$ cat config.mk
export PLATFORM = sky130hd
export DESIGN_NAME = lsor_queue
export DESIGN_NICKNAME = d
export VERILOG_FILES = /design/src/sv/lsor_pkg.sv /design/src/sv/lsor_queue.sv
export SDC_FILE = /design/constraint.sdc
export NUM_CORES = 1
export LEC_CHECK = 0
export ABC_AREA = 0
export BUFFER_PORTS_ARGS = -buffer_cell sky130_fd_sc_hd__buf_2
export CAP_MARGIN = 20
export CORE_AREA = 2 2 123 125
export DETAILED_ROUTE_END_ITERATION = 10
export DIE_AREA = 0 0 125 127
export MAX_ROUTING_LAYER = met4
export PLACE_DENSITY = 0.56
export SYNTH_ARGS = -nofsm -noshare
export SYNTH_HDL_FRONTEND = slang
export SYNTH_SLANG_ARGS = --single-unit
export TNS_END_PERCENT = 30
$ cat constraint.sdc
create_clock -name clk -period 5.5 [get_ports clk]
set_clock_uncertainty 0.15 [all_clocks]
set_input_delay 0.55 -clock clk [delete_from_list [all_inputs] [get_ports clk]]
set_output_delay 0.55 -clock clk [all_outputs]
set_load 0.1 [all_outputs]
$ cat src/sv/lsor_pkg.sv
// Shared types, constants and the sine table for the occupancy grid ray caster.
// Used by every module of the block; depends on nothing.
`default_nettype none

package lsor_pkg;

    // Grid and table geometry.
    localparam int GRID_SIDE        = 128;
    localparam int MAX_BEAMS        = 1024;
    localparam int SINE_TABLE_DEPTH = 1024;

    localparam int GRID_CELLS = GRID_SIDE * GRID_SIDE;
    localparam int ADDR_W     = $clog2(GRID_CELLS);
    localparam int GRID_W     = $clog2(GRID_SIDE);
    localparam int SINE_W     = $clog2(SINE_TABLE_DEPTH);

    // Fixed field widths.
    localparam int OPCODE_W   = 2;
    localparam int INDEX_W    = 10;
    localparam int RANGE_W    = 16;
    localparam int ANGLE_W    = 16;
    localparam int ROWCOL_W   = 7;
    localparam int VALUE_W    = 7;
    localparam int COUNT_W    = 9;
    localparam int TRIG_W     = 16;
    localparam int CFG_IDX_W  = 3;
    localparam int CFG_DATA_W = 16;

    // Range times a Q1.15 sine gives Q10.23; the integer part starts at bit 23.
    localparam int PROD_W     = RANGE_W + 1 + TRIG_W;
    localparam int FRAC_SHIFT = 23;
    localparam int COORD_W    = ((GRID_W > 9) ? GRID_W : 9) + 2;

    localparam int CELL_STEP    = 256;
    localparam int QUARTER_TURN = 16384;

    localparam int QUEUE_DEPTH = 2;
    localparam int QPTR_W      = $clog2(QUEUE_DEPTH);

    // Configuration register indexes.
    localparam logic [CFG_IDX_W-1:0] REG_RANGE_FLOOR   = 3'd0;
    localparam logic [CFG_IDX_W-1:0] REG_RANGE_CEILING = 3'd1;
    localparam logic [CFG_IDX_W-1:0] REG_ANGLE_START   = 3'd2;
    localparam logic [CFG_IDX_W-1:0] REG_ANGLE_STEP    = 3'd3;

    localparam logic [CFG_DATA_W-1:0] RANGE_FLOOR_RST   = 16'd0;
    localparam logic [CFG_DATA_W-1:0] RANGE_CEILING_RST = 16'd15360;
    localparam logic [CFG_DATA_W-1:0] ANGLE_START_RST   = 16'h8000;
    localparam logic [CFG_DATA_W-1:0] ANGLE_STEP_RST    = 16'd64;

    // Read results.
    localparam logic [VALUE_W-1:0] VAL_FREE    = 7'd0;
    localparam logic [VALUE_W-1:0] VAL_UNKNOWN = 7'd50;
    localparam logic [VALUE_W-1:0] VAL_OCC     = 7'd100;

    typedef enum logic [OPCODE_W-1:0] {
        OP_CLEAR = 2'd0,
        OP_TRACE = 2'd1,
        OP_READ  = 2'd2
    } opcode_t;

    typedef enum logic [1:0] {
        CMD_NONE  = 2'd0,
        CMD_CLEAR = 2'd1,
        CMD_TRACE = 2'd2,
        CMD_READ  = 2'd3
    } cmd_kind_t;

    typedef enum logic [1:0] {
        CELL_FREE    = 2'd0,
        CELL_UNKNOWN = 2'd1,
        CELL_OCC     = 2'd2
    } cell_code_t;

    // One classified request as it travels from the front to the back.
    typedef struct packed {
        cmd_kind_t           kind;
        logic [RANGE_W-1:0]  rng;
        logic [SINE_W-1:0]   sin_idx;
        logic [SINE_W-1:0]   cos_idx;
        logic [ADDR_W-1:0]   cell_addr;
        logic                cell_in_grid;
    } cmd_t;

    typedef struct packed {
        logic valid;
        cmd_t cmd;
    } q_head_t;

    typedef logic signed [TRIG_W-1:0] sine_tab_t [SINE_TABLE_DEPTH];

    localparam longint unsigned Q30_ONE    = 64'd1073741824;
    localparam longint unsigned Q30_TWO_PI = 64'd6746518852;

    // Q1.15 sine of each table phase: a Q30 Taylor series to x^9 in the first
    // quadrant, rounded half up and saturated, mirrored into the others.
    function automatic sine_tab_t build_sine_tab();
        sine_tab_t       tab;
        longint unsigned p;
        longint unsigned quad;
        longint unsigned u;
        longint unsigned x;
        longint unsigned x2;
        longint unsigned f;
        longint unsigned s;
        longint unsigned q;
        for (int k = 0; k < SINE_TABLE_DEPTH; k++) begin
            p    = (longint'(k) * 65536) / SINE_TABLE_DEPTH;
            quad = (p >> 14) & 3;
            u    = p & 16383;
            if (quad == 1 || quad == 3) begin
                u = 16384 - u;
            end
            x  = (u * Q30_TWO_PI) >> 16;
            x2 = (x * x) >> 30;
            f  = Q30_ONE - x2 / 72;
            f  = Q30_ONE - ((x2 * f) >> 30) / 42;
            f  = Q30_ONE - ((x2 * f) >> 30) / 20;
            f  = Q30_ONE - ((x2 * f) >> 30) / 6;
            s  = (x * f) >> 30;
            q  = (s + 16384) >> 15;
            if (q > 32767) begin
                q = 32767;
            end
            tab[k] = (quad >= 2) ? -TRIG_W'(q) : TRIG_W'(q);
        end
        return tab;
    endfunction

    localparam sine_tab_t SINE_TAB = build_sine_tab();

endpackage

`default_nettype wire

$ cat src/sv/lsor_queue.sv
// Short request queue between the front end and the back end.
// Depends on lsor_pkg for the request type and depth.
`default_nettype none

module lsor_queue (
    input  wire logic          clk,
    input  wire logic          rst_n,
    input  wire logic          push,
    input  wire lsor_pkg::cmd_t push_cmd,
    output logic               full,
    output lsor_pkg::q_head_t  head,
    input  wire logic          pop
);
    import lsor_pkg::*;

    cmd_t              entry_reg [QUEUE_DEPTH];
    logic [QPTR_W-1:0] wr_ptr_reg;
    logic [QPTR_W-1:0] rd_ptr_reg;
    logic [QPTR_W:0]   count_reg;

    logic [QPTR_W-1:0] wr_ptr_next;
    logic [QPTR_W-1:0] rd_ptr_next;
    logic [QPTR_W:0]   count_next;

    always_comb
    begin
        wr_ptr_next = wr_ptr_reg;
        rd_ptr_next = rd_ptr_reg;
        count_next  = count_reg;
        if (push)
        begin
            wr_ptr_next = (wr_ptr_reg == QPTR_W'(QUEUE_DEPTH - 1)) ? '0 : wr_ptr_reg + 1'b1;
        end
        if (pop)
        begin
            rd_ptr_next = (rd_ptr_reg == QPTR_W'(QUEUE_DEPTH - 1)) ? '0 : rd_ptr_reg + 1'b1;
        end
        if (push && !pop)
        begin
            count_next = count_reg + 1'b1;
        end
        else if (pop && !push)
        begin
            count_next = count_reg - 1'b1;
        end
    end

    always_ff @(posedge clk or negedge rst_n)
    begin
        if (!rst_n)
        begin
            wr_ptr_reg <= '0;
            rd_ptr_reg <= '0;
            count_reg  <= '0;
        end
        else
        begin
            wr_ptr_reg <= wr_ptr_next;
            rd_ptr_reg <= rd_ptr_next;
            count_reg  <= count_next;
        end
    end

    always_ff @(posedge clk)
    begin
        if (push)
        begin
            entry_reg[wr_ptr_reg] <= push_cmd;
        end
    end

    assign full       = (count_reg == (QPTR_W + 1)'(QUEUE_DEPTH));
    assign head.valid = (count_reg != '0);
    assign head.cmd   = entry_reg[rd_ptr_reg];

endmodule

`default_nettype wire

### Yosys cells after proc, flatten, opt, wreduce, memory -nomap -nowiden

Memory sizes are Yosys's and may differ from the RTL's.
Cells that the tools add are included.

| word-level totals | value |
|---|---|
| bits in writable memories | 106 |
| logic and storage cells | 21 |
| memories kept | 1 |
| flip-flop bits (word level) | 4 |

Memories:

| name | words | width | read ports | clocked after memory_dff | write ports | RTL line | RTL |
|---|---|---|---|---|---|---|---|
| entry_reg | 2 | 53 | 1 | 0 | 1 | lsor_queue.sv:16 | `cmd_t entry_reg [QUEUE_DEPTH];` |

| operators by class | value |
|---|---|
| reductions and logical operators | 6 |
| add/sub/neg operators | 4 |
| multiplexer cells | 6 |
| eq/ne operators | 1 |

Operator list:

| cell | count |
|---|---|
| 1-bit 2-to-1 mux | 4 |
| 2-bit 2-to-1 mux | 2 |
| 2-bit nonzero test | 2 |
| 1-bit adder, second input constant | 2 |
| 2-bit by 1-bit adder with 2-bit output, second input constant | 1 |
| 2-bit equality test, second input constant | 1 |
| 1-bit logical AND | 2 |
| 1-bit logical NOT | 2 |
| 2-bit by 1-bit subtractor with 2-bit output, second input constant | 1 |

### Longest topological paths before layout

| logic depth | value |
|---|---|
| depth after elaboration | 4 |
| mapped depth | 5 |
| mapped depth without buffers | 5 |

### Worst setup path after synthesis

No wires, ideal clock.

| timing | value |
|---|---|
| path kind | input-to-reg |
| start point | input port push |
| end point | memory entry_reg[0][0] (netlist bit), enable pin |
| library setup time | 470 ps |
| arrival time | 2895 ps |
| setup slack | 1985 ps |
| required time | 4880 ps |
| stages | 1 |
| cells stage by stage | nor2b_1 |

| on the way | value |
|---|---|
| cells in the longest elaborated chain, start to end | 2 |

Ends and longest elaborated chain:

| item | RTL line | RTL |
|---|---|---|
| start, declared | lsor_queue.sv:8 | `input wire logic push,` |
| 1-bit 2-to-1 mux | lsor_queue.sv:66 | `if (push)` |
| 1-bit 2-to-1 mux (not written as such) | lsor_queue.sv:68 | `entry_reg[wr_ptr_reg] <= push_cmd;` |
| end, declared | lsor_queue.sv:16 |  |

Every way passes these cells.

==> out/metrics.yaml <==
grt_max_degree: 55
die_h_um: 127
cts.sinks: 110
htreeDepth: 3
syn_to_final_growth_pct: 23.1
overflow: 0
setup_viol: 0
cts_root_buf: "clkbuf_16"
largest_reg_flops: 106
hp-start: "push_cmd[27]"
grt_pass1_wl_mm: 11.0
drt_first_pass_iters: 4
post-route-period-util_pct: 53.3
nNetsFinal: 358
vias: 2035
setup_slack_ns: 2.57
cp.arrival_ns: 2.23
worst_pin_slew_ns: 1.03
drive_gt1_share_pct: 59.2
grt_pass1_vias: 2095
avgViaCountPerCell: 4.17
core_area_um2: 14400
synth.area.top_cells: "edfxtp_1 (75%), mux2_4 (17%), buf_12 (2.3%), dfrtp_1 (2.3%), mux2_2 (1.1%)"
post_cts_buffers: 0
initial_core_util_pct: 29.6
grt_antenna_before_repair: 0
critical_path_class: "flip-flop to output pin"
cts_resized: 0
clock_latency_ns: 0.34
path_clk_slew_ns: 0.07
wirelength_mm: 7.19
netlist_area_um2: 4260
avgRoutedWirePerCell_um: 14.7
place.gp.congestion: 0.631
synth-edff-count: 106
cp-end-kind: "output pin"
yosysSeqAreaShare_pct: 77.0
ys_warn_count: 0
antennaDiodeCount: 0
yosys.area.top_type: "edfxtp_1"
maxCapViolCount: 0
tns_ns: 0
slew_headroom_pct: 31.5
synthCells: 181
drc: 0
worstSetupStartpointType: "flip-flop"
synth_area_per_cell_um2: 23.6
cts_tree: "built"
initialDrtViolationCount: 78
grt_use_total_pct: 9.54
outcome: "finished clean"
ys.flop_type: "edfxtp_1"
synth_seq_cells: 110
slew_viol_final: 0
clock_path_buffers: 2
async_flop_share_pct: 3.64
io_pins: 112
design_area_um2: 5250
ys_types: 14
period_needed_ns: 2.93
timing.rr.start: "wr_ptr_reg"
min_path_type: "primary input to flip-flop"
fmax_ghz: 0.341
synth_most_common_cell: "edfxtp_1"
ys_top_cells_by_count: "edfxtp_1 (106), mux2_4 (49), buf_12 (5)"
crit_fanout: 54
port_buffers: 111
ant_nets: 0
row_count: 44
die_w_um: 125
rsz0062_at_grt: "no"
hpwlAfterDp_mm: 4.45
cts_buffers: 9
placed_cell_area_um2: 4970
cp-startpoint: "rd_ptr_reg"
dpl_worst_slack_ns: 2.91
critPathRequiredTime_ns: 4.80
hold_violations: 0
n_fill_cell: 1399
syn_nets: 239
synth_top_area_share_pct: 74.6
die-area_um2: 15900
[final cells by class]
| cell class | instances | area [um^2] | share of cell area (%) |
|---|---|---|---|
| Tap cell | 184 | 230 | 4.39 |
| Clock buffer | 13 | 240 | 4.58 |
| Inverter | 1 | 3.75 | 0.0715 |
| Sequential cell | 110 | 3290 | 62.6 |
| Multi-Input combinational cell | 64 | 875 | 16.7 |
| Timing Repair Buffer | 114 | 581 | 11.1 |
| Clock inverter | 2 | 33.8 | 0.643 |
[final timing paths]
kind	endpoint	slack, ns	cells past startpoint
max	head[19]	2.57	2
min	entry_reg[1][27]	0.24	1
max reg2reg	entry_reg[1][19]	3.77	2
min reg2reg	count_reg[1]	0.34	1
max in group asynchronous	rd_ptr_reg	4.69	2
min in group asynchronous	count_reg[1]	0.38	2
[per-stage QoR]
stage / std cells / util, % / hold WS [ns]
2_1_floorplan: 181 / - / 0.104
3_3_place_gp: 472 / 34.4 / 0.209
3_5_place_dp: 472 / 34.4 / 0.213
4_1_cts: 488 / 36.4 / 0.216
5_1_grt: 488 / 36.4 / 0.216
6_report: 488 / 36.4 / 0.238
[repair_timing]
action,4_1_cts,5_1_grt
endpoints found under the hold margin,4,0
setup endpoints to repair,0,0
hold buffers,1,0
[kinds of logic (layout without fill, tap and decap cells)]
| logic type | after synthesis | count (layout) | synth area share (%) |
|---|---|---|---|
| buf+inv | 7 | 130 | 2.70 |
| flops | 110 | 110 | 77.0 |
| xor+xnor | 5 | 5 | 1.03 |
| simple gates | 5 | 5 | 0.675 |
| mux | 53 | 53 | 18.3 |
| fa+ha+maj | 1 | 1 | 0.293 |
[routing by layer]
metal | track usage [%] | up-vias | share of wire [%]
met1 | 10.9 | 1006 | 42
li1 | - | 942 | -
met3 | 4.15 | 16 | 6.8
met2 | 14.5 | 71 | 49
met4 | 4.71 | 0 | 2.0
met5 | - | - | 0
[worst max-delay path: stages, from the launching register on]
cell and delay [ns]:
dfrtp_4 1.09, mux2_4 0.30, buf_2 0.42
[cells in the final DEF (no fill, tap or decap), drive strengths merged]
| cell | instances |
|---|---|
| buf | 113 |
| edfxtp | 106 |
| mux2 | 53 |
| clkbuf | 13 |
| xor2 | 4 |
| dfrtp | 4 |
| nor2b | 2 |
| inv | 1 |
| or2 | 1 |
| and2 | 1 |
| xnor2 | 1 |
| nor2 | 1 |
| ha | 1 |
| clkinv | 1 |
| bufinv | 1 |
| dlygate4sd3 | 1 |
Power is left out: the tool's default activity adds up to more than one toggle a clock period on the data nets, which glitch-free logic cannot reach.
