--- src/sv/lsor_pkg.sv ---
// Shared types, constants and the sine table for the occupancy grid ray caster.
// Used by every module of the block; depends on nothing.
`default_nettype none

package lsor_pkg;

    // Grid and table geometry.
    localparam int GRID_SIDE        = 128;
    localparam int MAX_BEAMS        = 1024;
    localparam int SINE_TABLE_DEPTH = 1024;

    localparam int GRID_CELLS = GRID_SIDE * GRID_SIDE;
    localparam int ADDR_W     = $clog2(GRID_CELLS);
    localparam int GRID_W     = $clog2(GRID_SIDE);
    localparam int SINE_W     = $clog2(SINE_TABLE_DEPTH);

    // Fixed field widths.
    localparam int OPCODE_W   = 2;
    localparam int INDEX_W    = 10;
    localparam int RANGE_W    = 16;
    localparam int ANGLE_W    = 16;
    localparam int ROWCOL_W   = 7;
    localparam int VALUE_W    = 7;
    localparam int COUNT_W    = 9;
    localparam int TRIG_W     = 16;
    localparam int CFG_IDX_W  = 3;
    localparam int CFG_DATA_W = 16;

    // Range times a Q1.15 sine gives Q10.23; the integer part starts at bit 23.
    localparam int PROD_W     = RANGE_W + 1 + TRIG_W;
    localparam int FRAC_SHIFT = 23;
    localparam int COORD_W    = ((GRID_W > 9) ? GRID_W : 9) + 2;

    localparam int CELL_STEP    = 256;
    localparam int QUARTER_TURN = 16384;

    localparam int QUEUE_DEPTH = 2;
    localparam int QPTR_W      = $clog2(QUEUE_DEPTH);

    // Configuration register indexes.
    localparam logic [CFG_IDX_W-1:0] REG_RANGE_FLOOR   = 3'd0;
    localparam logic [CFG_IDX_W-1:0] REG_RANGE_CEILING = 3'd1;
    localparam logic [CFG_IDX_W-1:0] REG_ANGLE_START   = 3'd2;
    localparam logic [CFG_IDX_W-1:0] REG_ANGLE_STEP    = 3'd3;

    localparam logic [CFG_DATA_W-1:0] RANGE_FLOOR_RST   = 16'd0;
    localparam logic [CFG_DATA_W-1:0] RANGE_CEILING_RST = 16'd15360;
    localparam logic [CFG_DATA_W-1:0] ANGLE_START_RST   = 16'h8000;
    localparam logic [CFG_DATA_W-1:0] ANGLE_STEP_RST    = 16'd64;

    // Read results.
    localparam logic [VALUE_W-1:0] VAL_FREE    = 7'd0;
    localparam logic [VALUE_W-1:0] VAL_UNKNOWN = 7'd50;
    localparam logic [VALUE_W-1:0] VAL_OCC     = 7'd100;

    typedef enum logic [OPCODE_W-1:0] {
        OP_CLEAR = 2'd0,
        OP_TRACE = 2'd1,
        OP_READ  = 2'd2
    } opcode_t;

    typedef enum logic [1:0] {
        CMD_NONE  = 2'd0,
        CMD_CLEAR = 2'd1,
        CMD_TRACE = 2'd2,
        CMD_READ  = 2'd3
    } cmd_kind_t;

    typedef enum logic [1:0] {
        CELL_FREE    = 2'd0,
        CELL_UNKNOWN = 2'd1,
        CELL_OCC     = 2'd2
    } cell_code_t;

    // One classified request as it travels from the front to the back.
    typedef struct packed {
        cmd_kind_t           kind;
        logic [RANGE_W-1:0]  rng;
        logic [SINE_W-1:0]   sin_idx;
        logic [SINE_W-1:0]   cos_idx;
        logic [ADDR_W-1:0]   cell_addr;
        logic                cell_in_grid;
    } cmd_t;

    typedef struct packed {
        logic valid;
        cmd_t cmd;
    } q_head_t;

    typedef logic signed [TRIG_W-1:0] sine_tab_t [SINE_TABLE_DEPTH];

    localparam longint unsigned Q30_ONE    = 64'd1073741824;
    localparam longint unsigned Q30_TWO_PI = 64'd6746518852;

    // Q1.15 sine of each table phase: a Q30 Taylor series to x^9 in the first
    // quadrant, rounded half up and saturated, mirrored into the others.
    function automatic sine_tab_t build_sine_tab();
        sine_tab_t       tab;
        longint unsigned p;
        longint unsigned quad;
        longint unsigned u;
        longint unsigned x;
        longint unsigned x2;
        longint unsigned f;
        longint unsigned s;
        longint unsigned q;
        for (int k = 0; k < SINE_TABLE_DEPTH; k++) begin
            p    = (longint'(k) * 65536) / SINE_TABLE_DEPTH;
            quad = (p >> 14) & 3;
            u    = p & 16383;
            if (quad == 1 || quad == 3) begin
                u = 16384 - u;
            end
            x  = (u * Q30_TWO_PI) >> 16;
            x2 = (x * x) >> 30;
            f  = Q30_ONE - x2 / 72;
            f  = Q30_ONE - ((x2 * f) >> 30) / 42;
            f  = Q30_ONE - ((x2 * f) >> 30) / 20;
            f  = Q30_ONE - ((x2 * f) >> 30) / 6;
            s  = (x * f) >> 30;
            q  = (s + 16384) >> 15;
            if (q > 32767) begin
                q = 32767;
            end
            tab[k] = (quad >= 2) ? -TRIG_W'(q) : TRIG_W'(q);
        end
        return tab;
    endfunction

    localparam sine_tab_t SINE_TAB = build_sine_tab();

endpackage

`default_nettype wire

--- src/sv/lsor_front.sv ---
// Front end: configuration registers and classification of incoming requests.
// Depends on lsor_pkg; feeds lsor_queue.
`default_nettype none

module lsor_front (
    input  wire logic                              clk,
    input  wire logic                              rst_n,
    input  wire logic                              cfg_write_en,
    input  wire logic [lsor_pkg::CFG_IDX_W-1:0]    cfg_index,
    input  wire logic [lsor_pkg::CFG_DATA_W-1:0]   cfg_data,
    input  wire logic [lsor_pkg::OPCODE_W-1:0]     opcode,
    input  wire logic [lsor_pkg::INDEX_W-1:0]      beam_index,
    input  wire logic [lsor_pkg::RANGE_W-1:0]      beam_range,
    input  wire logic [lsor_pkg::ROWCOL_W-1:0]     cell_row,
    input  wire logic [lsor_pkg::ROWCOL_W-1:0]     cell_col,
    output lsor_pkg::cmd_t                         cmd
);
    import lsor_pkg::*;

    logic [RANGE_W-1:0] range_floor_reg;
    logic [RANGE_W-1:0] range_ceiling_reg;
    logic [ANGLE_W-1:0] angle_start_reg;
    logic [ANGLE_W-1:0] angle_step_reg;

    logic [ANGLE_W-1:0] angle;
    logic [ANGLE_W-1:0] cos_angle;
    logic               beam_ok;

    always_ff @(posedge clk or negedge rst_n)
    begin
        if (!rst_n)
        begin
            range_floor_reg   <= RANGE_FLOOR_RST;
            range_ceiling_reg <= RANGE_CEILING_RST;
            angle_start_reg   <= ANGLE_START_RST;
            angle_step_reg    <= ANGLE_STEP_RST;
        end
        else if (cfg_write_en)
        begin
            unique case (cfg_index)
                REG_RANGE_FLOOR:   range_floor_reg   <= cfg_data;
                REG_RANGE_CEILING: range_ceiling_reg <= cfg_data;
                REG_ANGLE_START:   angle_start_reg   <= cfg_data;
                REG_ANGLE_STEP:    angle_step_reg    <= cfg_data;
                default:           ;
            endcase
        end
    end

    // Beam angle wraps modulo one turn; the table index is its top bits.
    assign angle     = angle_start_reg + ANGLE_W'(angle_step_reg * beam_index);
    assign cos_angle = angle + ANGLE_W'(QUARTER_TURN);

    assign beam_ok = (beam_range > range_floor_reg) && (beam_range < range_ceiling_reg)
                     && (int'(beam_index) < MAX_BEAMS);

    always_comb
    begin
        cmd.rng          = beam_range;
        cmd.sin_idx      = angle[ANGLE_W-1 -: SINE_W];
        cmd.cos_idx      = cos_angle[ANGLE_W-1 -: SINE_W];
        cmd.cell_in_grid = (int'(cell_row) < GRID_SIDE) && (int'(cell_col) < GRID_SIDE);
        cmd.cell_addr    = ADDR_W'(cell_row) * ADDR_W'(GRID_SIDE) + ADDR_W'(cell_col);
        unique case (opcode)
            OP_CLEAR: cmd.kind = CMD_CLEAR;
            OP_TRACE: cmd.kind = beam_ok ? CMD_TRACE : CMD_NONE;
            OP_READ:  cmd.kind = CMD_READ;
            default:  cmd.kind = CMD_NONE;
        endcase
    end

endmodule

`default_nettype wire

--- config.mk ---
export PLATFORM = sky130hd
export DESIGN_NAME = lsor_front
export DESIGN_NICKNAME = d
export VERILOG_FILES = /design/src/sv/lsor_pkg.sv /design/src/sv/lsor_front.sv
export SDC_FILE = /design/constraint.sdc
export NUM_CORES = 1
export LEC_CHECK = 0
export ABC_AREA = 1
export BUFFER_PORTS_ARGS = -buffer_cell sky130_fd_sc_hd__buf_2
export CAP_MARGIN = 5
export CORE_ASPECT_RATIO = 1.5
export CORE_MARGIN = 4
export CORE_UTILIZATION = 49
export DETAILED_ROUTE_END_ITERATION = 10
export PLACE_DENSITY = 0.73
export SKIP_CTS_REPAIR_TIMING = 1
export SLEW_MARGIN = 5
export SYNTH_ARGS = -nofsm -noshare
export SYNTH_HDL_FRONTEND = slang
export SYNTH_SLANG_ARGS = --single-unit
--- constraint.sdc ---
create_clock -name clk -period 4.85 [get_ports clk]
set_input_delay 0.2425 -clock clk [delete_from_list [all_inputs] [get_ports clk]]
set_output_delay 0.2425 -clock clk [all_outputs]
set_load 0.02 [all_outputs]
Word-level counts from Yosys, hierarchy flattened
Index checks and enable logic that the tools add are counted.

operators by class
  muxes and demuxes = 2
  reduce and logical (&&, ||, !) cells = 7
  $mul = 1
  $lt $le $gt $ge = 2
  equality and inequality tests = 5
  add/subtract/negate cells = 3

operators by type and width
  kind                    number
  $add 16x15->16 const B  1
  $add 16x16->16          1
  $gt 16x16->1            1
  $lt 16x16->1            1
  $mul 16x10->16          1
  $add 14x7->14           1
  $reduce_and 2->1        4
  $eq 3x2->1 const B      2
  $pmux 2 s3              1
  $eq 3x1->1 const B      1
  $logic_not 3->1         1
  $eq 2x1->1 const B      1
  $eq 2x2->1 const B      1
  $logic_not 2->1         1
  $mux 2                  1
  $logic_and 1x1->1       1

word-level totals
  word-level logic and storage cells = 24
  output and inout bits = 53
  register bits = 64
  bits of input ports = 64

Logic depth before layout (Yosys ltp)
Gate-level depths: netlist of the first run.

  depth after elaboration = 4
  gate-level depth with buffers = 26
  gate-level depth less buffers = 25

Worst setup path after synthesis of the first run
OpenSTA, ideal clock, no wires.

  kind = reg-to-output
  from = register angle_step_reg[6]
  to = output cmd[32] (netlist bit)
  arrival time = 5.113 ns
  required time = 4.608 ns
  stages on the path, launching flop included = 20
  buffers on the path = 2
  slack = -0.505 ns
  cell sequence = dfstp_2 > clkbuf_1 > nand2_1 > fa_1 > inv_1 > fa_1 > inv_1 > fa_1 > inv_1 > fa_1 > inv_1 > fa_1 > inv_1 > ha_1 > a21oi_1 > nand2_1 > a211oi_1 > nand2_1 > xor2_1 > buf_4

RTL lines
  element                   line              RTL
  start: declaration        lsor_front.sv:23  logic [ANGLE_W-1:0] angle_step_reg;
  start signal: assignment  lsor_front.sv:44  REG_ANGLE_STEP: angle_step_reg <= cfg_data;
  end: declaration          lsor_front.sv:16  output lsor_pkg::cmd_t cmd

==> metrics.md, run 1 <==
| Metric | Value |
|---|---|
| Storage cell area | `0.00162 mm2` |
| Final WL | `16.7 mm` |
| Area Growth Syn to Fin | `22.8%` |
| Vias/cell | `4.80` |
| Dominant cell by count in the synthesized netlist | `nand2_1` |
| Die ar. | `0.0172 mm2` |
| TritonRoute pass-1 iters | `4` |
| Crit. End Element | `output pin` |
| Worst skew pair latency | `330 ps` |
| Worst Path Max Fanout | `7` |
| Dpl hpwl | `13.9 mm` |
| WL per Instance | `13.1 um` |
| I/O Pins | `117` |
| Synthesized Nets | `1180` |
| Core area | `0.0147 mm2` |
| Synthesis-stage register bit count | `64` |
| Origin of the critical flop-to-flop path | `angle_step_reg[5]$_DFFE_PN0P_` |
| Input/output buffers | `87` |
| First-pass GRT wire length | `28.4 mm` |
| CTS tree | `built` |
| Vias in the first global route | `6419` |
| Adder-cell share of the synthesized area | `32.9%` |
| RSZ-0062 raised after global routing | `yes` |
| Core Util, Final | `61.8%` |
| Initial antenna violation count | `0` |
| Most common library cells after synthesis | `256 x nand2_1, 249 x inv_1, 83 x fa_1, 72 x o21ai_0, 62 x ha_1` |
| Initial Util | `50.3%` |
| Top FF cell, synth | `dfrtp_1` |
| Row Count | `54` |
| Clk slew on worst S/H paths | `60 ps` |
| DP Worst Slack | `-204 ps` |
| FILL cells | `1311` |
| Worst Clk Skew | `0 ps` |
| Violated checks | `setup timing` |
| DRC Markers | `0` |
| Die X | `108 um` |
| Slew Viols, Final | `0` |
| Clk buf depth | `2` |
| Largest family of logic cells by synthesized area | `adder cells` |
| Worst-Margin Slew | `1080 ps` |
| GRT Util Overall | `20.7%` |
| Post-Syn Instances | `971` |
| Complex-gate fraction of the synthesized area | `7.48%` |
| GRT overflow | `0` |
| Number of library cell types mapped by synthesis | `32` |
| Post-synth EDFFs | `0` |
| Non-filler cells, final | `1273` |
| Post-synthesis mux area share | `0%` |
| Die height | `159 um` |
| Crit Path Category | `reg -> out` |
| Hold Path Class | `in -> async` |
| Hold WS | `66.1 ps` |
| Critical Path RT | `4610 ps` |
| Element type at the critical path start | `register` |
| Antenna cells | `0` |
| Status | `finished, violations left` |
| Post-Syn Area | `0.00741 mm2` |
| Worst setup margin | `-476 ps` |
| Largest net degree at the start of global routing | `65` |
| Worst endpoint data arrival time | `5080 ps` |
| Sequential fraction of the synthesis area | `21.7%` |
| Area share of and/or/nand/nor cells after synthesis | `18.0%` |
| Top-area cell type share of the netlist area | `22.4%` |
| Area contributors post-synth | `fa_1 22%, dfrtp_1 20%, nand2_1 13%` |
| Fin crit share | `110%` |
| Num Clock Sinks | `64` |
| Xor and xnor area share after synthesis | `1.28%` |
| Inserted Clock Buffers | `9` |
| Tmin final | `5330 ps` |
| Fmax | `0.188 GHz` |
| Vias | `6116` |
| Final Hold Viols | `0` |
| Worst R2R Path Depth | `4` |
| Post-synth ARST share | `100%` |
| DRT iter0 DRCs | `209` |
| CTS root buffer | `clkbuf_16` |
| Layout Nets | `1281` |
| Yosys top cell by area | `fa_1` |
| Multi-input logic area | `0.00484 mm2` |
| R2R Setup Slk | `3770 ps` |
| Inst Count DP | `1251` |
| Reg-to-reg endpoint | `angle_step_reg[5]$_DFFE_PN0P_` |
| Post-DRT Antenna Nets | `0` |
| Slew HR | `28.1%` |
| Avg Cell Area, Syn | `7.63 um2` |
| H-tree Lvls | `3` |
| Setup Viol. Count Final | `16` |
| Ys Warns | `0` |
| Final GP Congestion | `0.970` |
| Maxcap violations | `0` |
| Layout cells sized above 1 | `26.2%` |
kinds of logic after synthesis:
family / count (synthesis)
AOI/OAI and AO/OA: 106
xor gates and xnor gates: 10
adders and majority gates: 145
buffers and inverters: 322
DFF: 64
other: 1
and+or+nand+nor: 323
stage by stage:
stage,setup TNS (ps),instance area (um2)
detailed placement,-1480,8320
global route,-8270,9100
floorplan,0,7580
global placement,-567,8320
finish,-5200,9100
CTS,-7840,8620
how the worst max path moves through the flow:
stage                                  startpoint  endpoint  slack (ps)
floorplan           angle_step_reg[6]$_DFFE_PN1P_   cmd[30]           5
global placement    angle_step_reg[4]$_DFFE_PN0P_   cmd[24]        -120
detailed placement  angle_step_reg[6]$_DFFE_PN1P_   cmd[24]        -200
CTS                 angle_step_reg[5]$_DFFE_PN0P_   cmd[24]        -570
global route        angle_step_reg[8]$_DFFE_PN0P_   cmd[24]        -670
finish              angle_step_reg[6]$_DFFE_PN1P_   cmd[20]        -480
worst max-delay path, cell delays in order (launching register included):
cell and delay [ps]:
dfstp_2 630, buf_6 130, nand2_4 50, fa_1 490, inv_1 50, fa_1 470
inv_1 50, fa_1 480, inv_1 50, fa_1 470, inv_1 50, fa_1 490
inv_2 50, ha_4 320, nand2_2 110, nor2_2 140, nand2_1 70, nand3_2 60
nand2_1 60, nand2_2 70, nand2_1 60, nand2_2 110, xor2_4 180, buf_6 140
cell usage in the layout (no fill, tap or decap), types with 16 or more instances in the layout:
cell type    n
buf_6       27
a21oi_1     19
dfrtp_1     50
nand2_1    237
buf_2       69
nand2_2     23
fa_1        82
buf_4       65
ha_1        51
nand3_1     26
o21ai_0     69
inv_1      233
inv_2       16
routing by layer:
| layer | GRT usage, % | share of wire [%] | vias to the layer above |
|---|---|---|---|
| li1 | - | - | 3029 |
| met1 | 22.1 | 38 | 2927 |
| met2 | 41.3 | 56 | 122 |
| met3 | 1.87 | 3.1 | 38 |
| met4 | 7.28 | 3.1 | 0 |
| met5 | 0 | 0 | - |
layout make-up:
type	instances	share of cell area [%]
Clock buffer	9	2.47
Multi-Input combinational cell	585	53.2
Tap cell	196	2.69
Inverter	250	10.3
Sequential cell	64	17.8
Clock inverter	7	0.797
Timing Repair Buffer	162	12.7
Power of run 1 is not shown: default switching activity piles up to over one toggle a cycle in this logic, so the estimate is an artifact.
==> run 2: changes to the inputs <==
- CORE_UTILIZATION: 49 -> 45
- PLACE_DENSITY: 0.73 -> 0.68
==> metrics.md, run 2 (synthesis results as in run 1) <==
| Metric | Value |
|---|---|
| Initial antenna violation count | `0` |
| Vias in the first global route | `6293` |
| Final WL | `16.9 mm` |
| Worst Path Max Fanout | `7` |
| First-pass GRT wire length | `28.4 mm` |
| Area Growth Syn to Fin | `21.8%` |
| Tmin final | `5290 ps` |
| Fmax | `0.189 GHz` |
| Worst skew pair latency | `330 ps` |
| Origin of the critical flop-to-flop path | `angle_step_reg[6]$_DFFE_PN1P_` |
| Worst setup margin | `-443 ps` |
| Violated checks | `setup timing` |
| Commonest non-fill, non-tap cell in the layout | `inv_1` |
| Die ar. | `0.0186 mm2` |
| TritonRoute pass-1 iters | `4` |
| Core area | `0.0162 mm2` |
| Dpl hpwl | `14.1 mm` |
| GRT Util Overall | `18.9%` |
| Reg-to-reg endpoint | `angle_step_reg[6]$_DFFE_PN1P_` |
| FILL cells | `1475` |
| Setup Viol. Count Final | `18` |
| Layout cells sized above 1 | `24.8%` |
| Critical Path RT | `4610 ps` |
| Sum Neg Setup Slack | `-4720 ps` |
| Clk slew on worst S/H paths | `50 ps` |
| Largest net degree at the start of global routing | `65` |
| Worst Clk Skew | `0 ps` |
| Input/output buffers | `87` |
| Worst-Margin Slew | `1090 ps` |
| RSZ-0062 raised after global routing | `yes` |
| Most frequent cells in the layout | `241 x inv_1, 240 x nand2_1, 81 x fa_1` |
| Crit. End Element | `output pin` |
| Worst R2R Path Depth | `4` |
| CTS tree | `built` |
| R2R Setup Slk | `3750 ps` |
| Die X | `113 um` |
| Post-DRT Antenna Nets | `0` |
| CTS root buffer | `clkbuf_16` |
| Status | `finished, violations left` |
| Worst endpoint data arrival time | `5050 ps` |
| Layout Nets | `1284` |
| Num Clock Sinks | `64` |
| Hold Path Class | `in -> async` |
| Element type at the critical path start | `register` |
| GRT overflow | `0` |
| Core Util, Final | `55.8%` |
| Slew HR | `27.0%` |
| Vias | `6160` |
| I/O Pins | `117` |
| Die height | `165 um` |
| Initial Util | `45.8%` |
| Clk buf depth | `2` |
| Fin crit share | `109%` |
| Slew Viols, Final | `0` |
| Row Count | `57` |
| Final Hold Viols | `0` |
| Antenna cells | `0` |
| DRC Markers | `0` |
| Vias/cell | `4.79` |
| Placed cell area | `0.00830 mm2` |
| Final GP Congestion | `0.901` |
| Design area | `0.00903 mm2` |
| DRT iter0 DRCs | `245` |
| Maxcap violations | `0` |
| H-tree Lvls | `3` |
| DP Worst Slack | `-246 ps` |
| WL per Instance | `13.1 um` |
| Crit Path Category | `reg -> out` |
| Inserted Clock Buffers | `9` |
run 2: metrics by stage:
stage / hold slack [ps] / cells
finish: 79.7 / 1286
floorplan: -53.1 / 971
CTS: 114 / 1275
global placement: 467 / 1259
detailed placement: 467 / 1259
global route: 164 / 1286
run 2: metal layers:
metal  up-vias  routed length [um]  track usage [%]
li1       3032                   -                -
met1      2963                6220             20.3
met2       130                9620             37.6
met3        35                 518             1.90
met4         0                 502             7.16
met5         -                   0                0
run 2: critical path: stages, from the launching register on:
cell	delay, ps
dfstp_2	610
nand2_2	70
fa_1	480
inv_1	60
fa_1	480
fa_1	520
fa_1	530
inv_2	40
fa_1	510
inv_2	50
ha_4	260
buf_6	100
nand2_4	50
nor3_4	190
nor3b_2	180
nand2_1	80
nand3_2	120
inv_2	60
nand3_2	80
nand3_2	70
nand2_2	70
buf_6	110
run 2: final cells by class:
type | instances | area [um2] | area share [%]
clock buffer | 13 | 260 | 2.88
multi-input combinational | 585 | 4760 | 52.8
inverter | 250 | 941 | 10.4
sequential | 64 | 1620 | 17.9
timing repair buffer | 165 | 1120 | 12.4
clock inverter | 3 | 65.1 | 0.721
tap | 206 | 258 | 2.86
run 2: worst max-delay path by stage:
stage                                        startpoint       to  slack [ps]  depth (start not counted)
after floorplan           angle_step_reg[6]$_DFFE_PN1P_  cmd[30]           5                         23
after global placement    angle_step_reg[7]$_DFFE_PN0P_  cmd[24]        -210                         21
after detailed placement  angle_step_reg[7]$_DFFE_PN0P_  cmd[24]        -250                         21
after CTS                 angle_step_reg[7]$_DFFE_PN0P_  cmd[24]        -610                         21
after global routing      angle_step_reg[6]$_DFFE_PN1P_  cmd[24]        -640                         21
final                     angle_step_reg[6]$_DFFE_PN1P_  cmd[24]        -440                         21
Power of run 2 is left out for the same reason.
